`src/hw/rtl/mcad_pkg.sv`:
```
// Shared types and fixed widths for the multi-client averaging decimator.
// No dependencies; imported by multi_client_averaging_decimator_core and its bench.
`timescale 1ns / 1ps
`default_nettype none

package mcad_pkg;

  // field and state widths
  localparam int SMP_W    = 16;
  localparam int RATIO_W  = 11;
  localparam int CNT_W    = 11;
  localparam int SUM_W    = 27;
  localparam int CLIENT_W = 2;
  localparam int CFG_IDX_W = 2;

  // the quotient of a finished group always fits the sample width
  localparam int DIV_STEPS = SMP_W;
  localparam int DCNT_W    = $clog2(DIV_STEPS);

  // offset-binary to two's complement
  localparam logic [SMP_W-1:0] AVG_OFFSET = 16'h8000;

  typedef enum logic [2:0] {
    ST_IDLE,
    ST_ACC,
    ST_DIV,
    ST_EMIT,
    ST_FIN
  } state_t;

endpackage

`default_nettype wire

```
`src/hw/rtl/multi_client_averaging_decimator_core.sv`:
```
// Top level of the multi-client averaging decimator: sequencer, group state
// and a shared bit-serial divider. Depends on mcad_pkg.
`timescale 1ns / 1ps
`default_nettype none

// One offset-binary sample word feeds up to four client decimators. Each
// enabled client (nonzero ratio) adds the sample to its group sum; when the
// group holds ratio samples the client sends one word with sum/ratio - 32768
// and starts a new group. Result words of one sample come in ascending client
// order and the final one carries last. block_end drops every partial group
// after the marked sample has been counted. A ratio write clamps to MAX_RATIO
// and restarts that client's group; ratio writes belong between sample words,
// once the core is back in idle.
// Sequence per sample: idle, an accumulate step for each client, then a final
// step. Each client that completes a group adds a pass of the shared
// one-bit-per-cycle restoring divider and a load of the output register,
// which waits while the output side stalls.
module multi_client_averaging_decimator_core #(
  parameter int NUM_CLIENTS = 4,
  parameter int MAX_RATIO   = 1280
) (
  input  wire logic                           clk,
  input  wire logic                           rst,
  // configuration
  input  wire logic                           cfg_we,
  input  wire logic [mcad_pkg::CFG_IDX_W-1:0] cfg_index,
  input  wire logic [mcad_pkg::RATIO_W-1:0]   cfg_data,
  // sample input
  input  wire logic                           in_valid,
  output logic                                in_ready,
  input  wire logic [mcad_pkg::SMP_W-1:0]     sample,
  input  wire logic                           block_end,
  // averaged output
  output logic                                out_valid,
  input  wire logic                           out_ready,
  output logic [mcad_pkg::CLIENT_W-1:0]       client,
  output logic signed [mcad_pkg::SMP_W-1:0]   average,
  output logic                                last
);

  import mcad_pkg::*;

  localparam int PW  = (NUM_CLIENTS > 1) ? $clog2(NUM_CLIENTS) : 1;
  localparam int REM_W = SUM_W - SMP_W;

  state_t state, state_next;

  // per-client configuration and group state
  logic [RATIO_W-1:0] ratio     [NUM_CLIENTS];
  logic [SUM_W-1:0]   group_sum [NUM_CLIENTS];
  logic [CNT_W-1:0]   group_cnt [NUM_CLIENTS];

  // current item
  logic [SMP_W-1:0]       smp;
  logic                   blk;
  logic [NUM_CLIENTS-1:0] mask;
  logic [PW-1:0]          ptr;

  // serial divider
  logic [REM_W-1:0]   rem;
  logic [SMP_W-1:0]   quo;
  logic [RATIO_W-1:0] div_ratio;
  logic [DCNT_W-1:0]  div_cnt;

  logic                   in_fire;
  logic                   out_free;
  logic                   last_client;
  logic                   emit_now;
  logic                   more_after;
  logic [NUM_CLIENTS-1:0] mask_now;
  logic [SUM_W-1:0]       acc_sum;
  logic [REM_W:0]         trial;
  logic                   trial_ge;
  logic [RATIO_W-1:0]     ratio_wr;
  logic                   cfg_hit;

  assign in_fire     = in_valid && in_ready;
  assign out_free    = !out_valid || out_ready;
  assign last_client = (ptr == PW'(NUM_CLIENTS - 1));
  assign emit_now    = mask[ptr];
  assign acc_sum     = group_sum[ptr] + SUM_W'(smp);
  assign trial       = {rem, quo[SMP_W-1]};
  assign trial_ge    = (trial >= {1'b0, div_ratio});

  // clients whose group completes with this sample
  always_comb begin
    for (int i = 0; i < NUM_CLIENTS; i++) begin
      mask_now[i] = (ratio[i] != '0) &&
                    (({1'b0, group_cnt[i]} + (CNT_W+1)'(1)) == {1'b0, ratio[i]});
    end
  end

  // any later client still to emit for this sample
  always_comb begin
    more_after = 1'b0;
    for (int j = 0; j < NUM_CLIENTS; j++) begin
      if (PW'(j) > ptr && mask[j]) begin
        more_after = 1'b1;
      end
    end
  end

  // ratio write clamp and decode
  assign ratio_wr = (32'(cfg_data) > MAX_RATIO) ? RATIO_W'(MAX_RATIO) : cfg_data;
  assign cfg_hit  = cfg_we && (32'(cfg_index) < NUM_CLIENTS);

  // state register
  always_ff @(posedge clk) begin
    if (rst) begin
      state <= ST_IDLE;
    end else begin
      state <= state_next;
    end
  end

  // next state and handshake
  always_comb begin
    state_next = state;
    in_ready   = 1'b0;
    unique case (state)
      ST_IDLE: begin
        in_ready = 1'b1;
        if (in_valid) begin
          state_next = ST_ACC;
        end
      end
      ST_ACC: begin
        if (emit_now) begin
          state_next = ST_DIV;
        end else if (last_client) begin
          state_next = ST_FIN;
        end
      end
      ST_DIV: begin
        if (div_cnt == DCNT_W'(DIV_STEPS - 1)) begin
          state_next = ST_EMIT;
        end
      end
      ST_EMIT: begin
        if (out_free) begin
          state_next = last_client ? ST_FIN : ST_ACC;
        end
      end
      ST_FIN: begin
        state_next = ST_IDLE;
      end
      default: begin
        state_next = ST_IDLE;
      end
    endcase
  end

  // datapath
  always_ff @(posedge clk) begin
    if (rst) begin
      out_valid <= 1'b0;
      ptr       <= '0;
      div_cnt   <= '0;
      mask      <= '0;
      blk       <= 1'b0;
      for (int i = 0; i < NUM_CLIENTS; i++) begin
        ratio[i]     <= '0;
        group_sum[i] <= '0;
        group_cnt[i] <= '0;
      end
    end else begin
      // output register empties unless a new word loads below
      if (out_valid && out_ready && state != ST_EMIT) begin
        out_valid <= 1'b0;
      end

      case (state)
        // capture the word and which groups it completes
        ST_IDLE: begin
          if (in_fire) begin
            smp  <= sample;
            blk  <= block_end;
            mask <= mask_now;
            ptr  <= '0;
          end
        end
        // one client per cycle, held while a finished group is divided and emitted
        ST_ACC: begin
          if (emit_now) begin
            rem            <= acc_sum[SUM_W-1:SMP_W];
            quo            <= acc_sum[SMP_W-1:0];
            div_ratio      <= ratio[ptr];
            div_cnt        <= '0;
            group_sum[ptr] <= '0;
            group_cnt[ptr] <= '0;
          end else begin
            if (ratio[ptr] != '0) begin
              group_sum[ptr] <= acc_sum;
              group_cnt[ptr] <= group_cnt[ptr] + CNT_W'(1);
            end
            if (!last_client) begin
              ptr <= ptr + PW'(1);
            end
          end
        end
        // restoring division, one quotient bit per cycle
        ST_DIV: begin
          rem     <= trial_ge ? REM_W'(trial - {1'b0, div_ratio}) : REM_W'(trial);
          quo     <= {quo[SMP_W-2:0], trial_ge};
          div_cnt <= div_cnt + DCNT_W'(1);
        end
        // hand the word to the output register
        ST_EMIT: begin
          if (out_free) begin
            out_valid <= 1'b1;
            client    <= CLIENT_W'(ptr);
            average   <= quo - AVG_OFFSET;
            last      <= !more_after;
            if (!last_client) begin
              ptr <= ptr + PW'(1);
            end
          end
        end
        // drop partial groups at block end
        ST_FIN: begin
          if (blk) begin
            for (int i = 0; i < NUM_CLIENTS; i++) begin
              group_sum[i] <= '0;
              group_cnt[i] <= '0;
            end
          end
        end
        default: begin
        end
      endcase

      // ratio write restarts the client's group
      if (cfg_hit) begin
        ratio[PW'(cfg_index)]     <= ratio_wr;
        group_sum[PW'(cfg_index)] <= '0;
        group_cnt[PW'(cfg_index)] <= '0;
      end
    end
  end

`ifndef SYNTH
  // partial remainder stays below the divisor
  a_rem_below_ratio: assert property (@(posedge clk) disable iff (rst)
    (state == ST_DIV) |-> ({1'b0, rem} < {1'b0, div_ratio}))
    else $error("divider remainder not below ratio");

  // a disabled client 0 keeps an empty group
  a_disabled_empty: assert property (@(posedge clk) disable iff (rst)
    (ratio[0] == '0) |-> (group_sum[0] == '0 && group_cnt[0] == '0))
    else $error("disabled client holds a partial group");

  // between words the group count of client 0 stays below its ratio
  a_count_below_ratio: assert property (@(posedge clk) disable iff (rst)
    (state == ST_IDLE && ratio[0] != '0) |-> (group_cnt[0] < ratio[0]))
    else $error("group count reached ratio while idle");

  // a result word is loaded only after a full division
  a_emit_after_div: assert property (@(posedge clk) disable iff (rst)
    (state == ST_EMIT && $past(state) == ST_DIV) |->
      ($past(div_cnt) == DCNT_W'(DIV_STEPS - 1)))
    else $error("division cut short");
`endif

endmodule

`default_nettype wire

```
`config.mk`:
```
export PLATFORM = sky130hd
export DESIGN_NAME = multi_client_averaging_decimator_core
export DESIGN_NICKNAME = d
export VERILOG_FILES = /design/src/hw/rtl/mcad_pkg.sv /design/src/hw/rtl/multi_client_averaging_decimator_core.sv
export SDC_FILE = /design/constraint.sdc
export NUM_CORES = 1
export LEC_CHECK = 0
export BUFFER_PORTS_ARGS = -buffer_cell sky130_fd_sc_hd__buf_4
export CAP_MARGIN = 0
export CORE_MARGIN = 1
export CORE_UTILIZATION = 40
export DETAILED_ROUTE_END_ITERATION = 10
export GPL_ROUTABILITY_DRIVEN = 0
export PLACE_DENSITY = 0.54
export SYNTH_ARGS = -nofsm -noshare
export SYNTH_HDL_FRONTEND = slang
export SYNTH_SLANG_ARGS = --single-unit
export TNS_END_PERCENT = 10
```
`constraint.sdc`:
```
create_clock -name clk -period 5.3 [get_ports clk]
set_input_delay 0.795 -clock clk [delete_from_list [all_inputs] [get_ports clk]]
set_output_delay 0.795 -clock clk [all_outputs]
set_load 0.005 [all_outputs]
```
Word-level counts from Yosys, hierarchy flattened
Memory sizes are Yosys's and may differ from the RTL's. A register that Yosys moved wholly into a read port is not among the register bits.
Index checks and enable logic that the tools add are counted.
{"block": "totals", "inputBits": 35, "register_bits": 88, "word_cells": 168, "ram_bits": 196, "n_memories": 3, "output_inout_bits": 21}
{"block": "op_classes", "n_bitwise": 11, "n_eq_ne": 18, "reduce_logical": 33, "n_mux": 73, "addsub": 10, "order_cmp": 7}
{"name": "group_sum", "words": 4, "word_bits": 27, "rd": 1, "rd_ports_with_merged_regs": 1, "wr": 5, "line_no": "multi_client_averaging_decimator_core.sv:50", "text": "logic [SUM_W-1:0] group_sum [NUM_CLIENTS];"}
{"name": "group_cnt", "words": 4, "word_bits": 11, "rd": 5, "rd_ports_with_merged_regs": 1, "wr": 5, "line_no": "multi_client_averaging_decimator_core.sv:51", "text": "logic [CNT_W-1:0] group_cnt [NUM_CLIENTS];"}
{"name": "ratio", "words": 4, "word_bits": 11, "rd": 5, "rd_ports_with_merged_regs": 1, "wr": 4, "line_no": "multi_client_averaging_decimator_core.sv:49", "text": "logic [RATIO_W-1:0] ratio [NUM_CLIENTS];"}
{"cell": "27-bit two-way mux", "count": 6}
{"cell": "11-bit two-way mux", "count": 10}
{"cell": "11-bit nonzero test", "count": 5}
{"cell": "11-bit by 1-bit adder with 12-bit output (second input constant)", "count": 4}
{"cell": "12-bit by 11-bit equality test with 1-bit output", "count": 4}
{"cell": "16-bit one-hot mux with 2 select lines", "count": 1}
{"cell": "1-bit two-way mux", "count": 30}
{"cell": "27-bit by 16-bit adder with 27-bit output", "count": 1}
{"cell": "27-bit OR reduction", "count": 1}
{"cell": "2-bit two-way mux", "count": 13}
{"cell": "11-bit one-hot mux with 2 select lines", "count": 1}
{"cell": "11-bit OR reduction", "count": 2}
{"cell": "3-bit two-way mux", "count": 6}
{"cell": "16-bit two-way mux", "count": 1}
{"cell": "16-bit subtractor (second input constant)", "count": 1}
{"cell": "12-bit by 11-bit >= comparator with 1-bit output", "count": 1}
{"cell": "2-bit != test (second input constant)", "count": 6}
{"cell": "3-bit one-hot mux with 4 select lines", "count": 1}
{"cell": "3-bit AND reduction", "count": 4}
{"cell": "11-bit by 1-bit adder with 11-bit output (second input constant)", "count": 1}
{"cell": "11-bit greater-than comparator (second input constant)", "count": 1}
{"cell": "1-bit logical AND", "count": 11}
{"cell": "11-bit subtractor", "count": 1}
{"cell": "1-bit bitwise OR", "count": 10}
{"cell": "24 further kinds", "count": 30}

Logic depth before layout (Yosys ltp)
{"block": "logic_depth", "word_depth": 9, "mapped_depth": 15}

Least setup slack after synthesis
Ideal clock, no wire load.
{"block": "synth_timing", "kind": "flip-flop to flip-flop", "startpoint": "register (tool-made name)", "endpoint": "register quo[14] (data pin)", "required_ns": 5.040, "stages_incl_launch_ff": 15, "arrival_ns": 4.019, "n_path_buf": 4, "slack_ns": 1.022, "path_cell_list": "dfxtp_1 -> buf_2 -> buf_2 -> buf_2 -> buf_2 -> mux4_2 -> ha_1 -> fa_1 -> a211oi_1 -> o21ai_0 -> a211oi_1 -> o221ai_1 -> a21oi_1 -> xnor2_1 -> mux2_2"}
{"item": "to (signal assigned)", "line_no": "multi_client_averaging_decimator_core.sv:186", "text": "quo <= acc_sum[SMP_W-1:0];"}
{"item": "to (signal assigned)", "line_no": "multi_client_averaging_decimator_core.sv:204", "text": "quo <= {quo[SMP_W-2:0], trial_ge};"}
{"item": "to (decl)", "line_no": "multi_client_averaging_decimator_core.sv:61", "text": "logic [SMP_W-1:0] quo;"}

==> results by group <==
Critical path
  • Critical Path AT: 4.53 ns
  • Max FO, Critical Path: 14
  • Crit start category: flip-flop
  • Critical path data required time: 5.64 ns
  • Worst Setup End Kind: flip-flop
  • Crit Path Category: flip-flop to flip-flop

Detailed routing
  • WL/cell: 21.7 um
  • DRT Pass-1 Iters: 5
  • Antenna Nets Post-Route: 0
  • Total wire length: 41,500 um
  • DR vias: 10,900
  • Residual DRC: 0
  • Vias per cell: 5.73
  • 1st-iter DRT viols: 749

Synth
  • Compound-Gate Fraction of Synth Area: 14.4%
  • Top FF cell, synth: dfxtp_1
  • Post-synth EDFFs: 117
  • Post-synthesis xor/xnor area fraction: 5.90%
  • Syn_area_per_cell: 10.4 sq um
  • Simple-gate share of the synthesized area: 16.4%
  • FF+latch count, synth: 286
  • Share of synthesized area spent on multiplexers: 8.83%
  • Ys Warns: 0
  • Synth cell types: 69
  • Async SR Flop Fraction: 0%
  • Mapped Nets: 1,451
  • Largest family of logic cells by synthesized area: simple AND/OR/NAND/NOR gates
  • Synth Area in Adders: 3.15%
  • Mapped Cells: 1,381
  • Post-synthesis sequential area ratio: 47.9%
  • Synthesized area: 14,400 sq um

Power and ir drop
  • Combinational power share: 10.0%
  • Sw Pwr: 1.28 mW
  • Sequential Power Share: 47.5%
  • Pwr/cell area: 314 nW/um^2
  • Clock network power share: 42.5%
  • Sw Ratio: 25.2%
  • VDD IR max: 0.261 mV
  • Int Power: 3.80 mW
  • LEAKAGE: 5.85 nW

GRT
  • All-Layer GR Usage: 22.9%
  • Largest net degree at the start of global routing: 36
  • First-pass GRT wire length: 64,000 um
  • Initial antenna violation count: 0
  • Grt ovf: 0
  • Vias in the first global route: 10,900

Min path
  • Worst hold path type: input pin to flip-flop
  • Hold_sp: sample[9]

Placed design
  • Dpl hpwl: 29,900 um
  • Post-Place Cells: 1,848
  • I/O Buffers: 55

Final layout
  • Final Non-Filler Cells: 1,906
  • FILL cells: 3,349
  • Post-layout util: 45.5%
  • Area of the multi-input gates: 7020 sq um
  • Share of cells above drive strength 1: 13.0%
  • Fin nets: 1,490
  • # diodes: 0
  • Register area: 6900 sq um
  • Area grow syn2layout: 12.2%
  • Most common cell after layout, fill and taps aside: dfxtp_1
  • Most frequent cells in the layout: dfxtp_1, nand2_1, nor2_1, edfxtp_1, o21ai_0

Status
  • Status: complete, no violations

Clocking
  • Clock sink count: 286
  • CTS clk-pin slew, worst paths: 0.06 ns
  • Max clock buf depth: 3
  • Root buf cell: clkbuf_16
  • CTS tree: yes
  • Post-CTS Setup Bufs: 0
  • H-tree depth: 1
  • Cts hold-fix bufs: 0
  • Worst-Skew Late Latency: 0.59 ns
  • Inserted Clock Buffers: 31
  • Post-CTS sizing: 0

Floorplan
  • Core ar.: 35,500 sq um
  • I/O Pins: 56
  • Die width: 192 um
  • Full die area: 36,800 sq um
  • Starting density of the core: 40.6%
  • Die Y: 192 um
  • Site Rows: 69

STA
  • RSZ-0062 raised after global routing: no
  • Maximum clock rate: 239 MHz
  • Sum Neg Setup Slack: 0 ns
  • Final number of setup-violating endpoints: 0
  • Least-Margin Pin Slew: 1.08 ns
  • Final Hold Vio Count: 0
  • Skew final: 0.0181 ns
  • Min Clock Period, post-route: 4.19 ns
  • Period utilization: 79.1%
  • Slew Viols, Final: 0
  • Relative slew slack: 27.7%

Run
  • Max cap viols: 0
## registers in the layout, summed over array words and instances (netlist names), named ones only
signal     flops
group_sum    108
group_cnt     44
ratio         44
average       16
quo           16
smp           16
div_ratio     11
rem           11
div_cnt        4
mask           4
state          3
client         2
ptr            2
blk            1
last           1
out_valid      1
## power by group through the flow
stage / Sequential [mW] / Clock (mW) / Combinational [mW]
floorplan: 2.43 / 0 / 0.362
global placement: 2.46 / 0 / 0.497
detailed placement: 2.46 / 0 / 0.502
CTS: 2.41 / 2.20 / 0.504
global route: 2.42 / 2.29 / 0.553
finish: 2.41 / 2.16 / 0.506
## routing by layer
metal	GRT usage [%]	up-vias	wire, um
li1	-	5172	-
met1	32.1	5378	19200
met2	36.4	305	18800
met3	2.96	69	2250
met4	7.51	0	1220
met5	0	-	0
## final timing paths
path / end / slack [ns] / depth (start not counted)
setup / recovery: quo[14] / 1.11 / 10
hold / removal: smp[9] / 0.38 / 1
setup reg to reg: quo[14] / 1.11 / 10
hold reg to reg: group_sum[3][22] / 0.45 / 2
## cells in the mapped netlist, types with 12 or more instances
cell type	instances	area [sq um]
a22oi_1	65	488
nand2b_1	12	75.1
nand4_1	12	75.1
buf_6	14	158
edfxtp_1	117	3510
mux4_2	47	1060
xnor2_1	60	526
clkbuf_1	31	116
ha_1	33	413
nor3_1	20	100
inv_1	30	113
nor2_1	143	537
xor2_1	37	324
nor4_1	17	106
a21oi_1	50	250
nand3_1	42	210
a22o_1	29	254
dfxtp_1	169	3380
and2_1	38	238
nand2_1	147	552
o21ai_0	85	425
a211oi_1	12	90.1
## area by class of cell
type                       instances  area share [%]
timing repair buffer              70            3.25
inverter                          30           0.697
clock buffer                      44            5.42
tap                              461            3.57
clock inverter                    14           0.891
sequential                       286            42.7
multi-input combinational       1001            43.5
## through the flow
stage	setup slack (ns)	power (mW)	hold slack, ns	instance area [sq um]
after detailed placement	1.16	2.96	0.437	15100
after global routing	0.862	5.26	0.367	16200
after floorplan	1.02	2.79	0.419	14400
final	1.11	5.08	0.384	16200
after CTS	1.16	5.11	0.360	16200
after global placement	1.22	2.96	0.430	15100
## critical path, cell delays in order (launching register included)
cell	delay [ns]
dfxtp_2	0.65
mux4_2	0.57
ha_1	0.23
fa_1	0.43
a211oi_1	0.48
o21ai_0	0.29
a211oi_1	0.44
o221ai_1	0.17
a21oi_1	0.20
xnor2_1	0.17
mux2_2	0.31
## logic make-up (layout without fill, tap and decap cells)
kind of cell	Yosys count	count (layout)
flip-flops	286	286
AO/OA/AOI/OAI	313	313
buffers and inverters	94	158
XOR/XNOR	97	97
adder cells (fa/ha/maj)	35	35
AND/OR/NAND/NOR	493	493
multiplexers	63	63
Note: power is estimated with default switching activity, not from simulation.
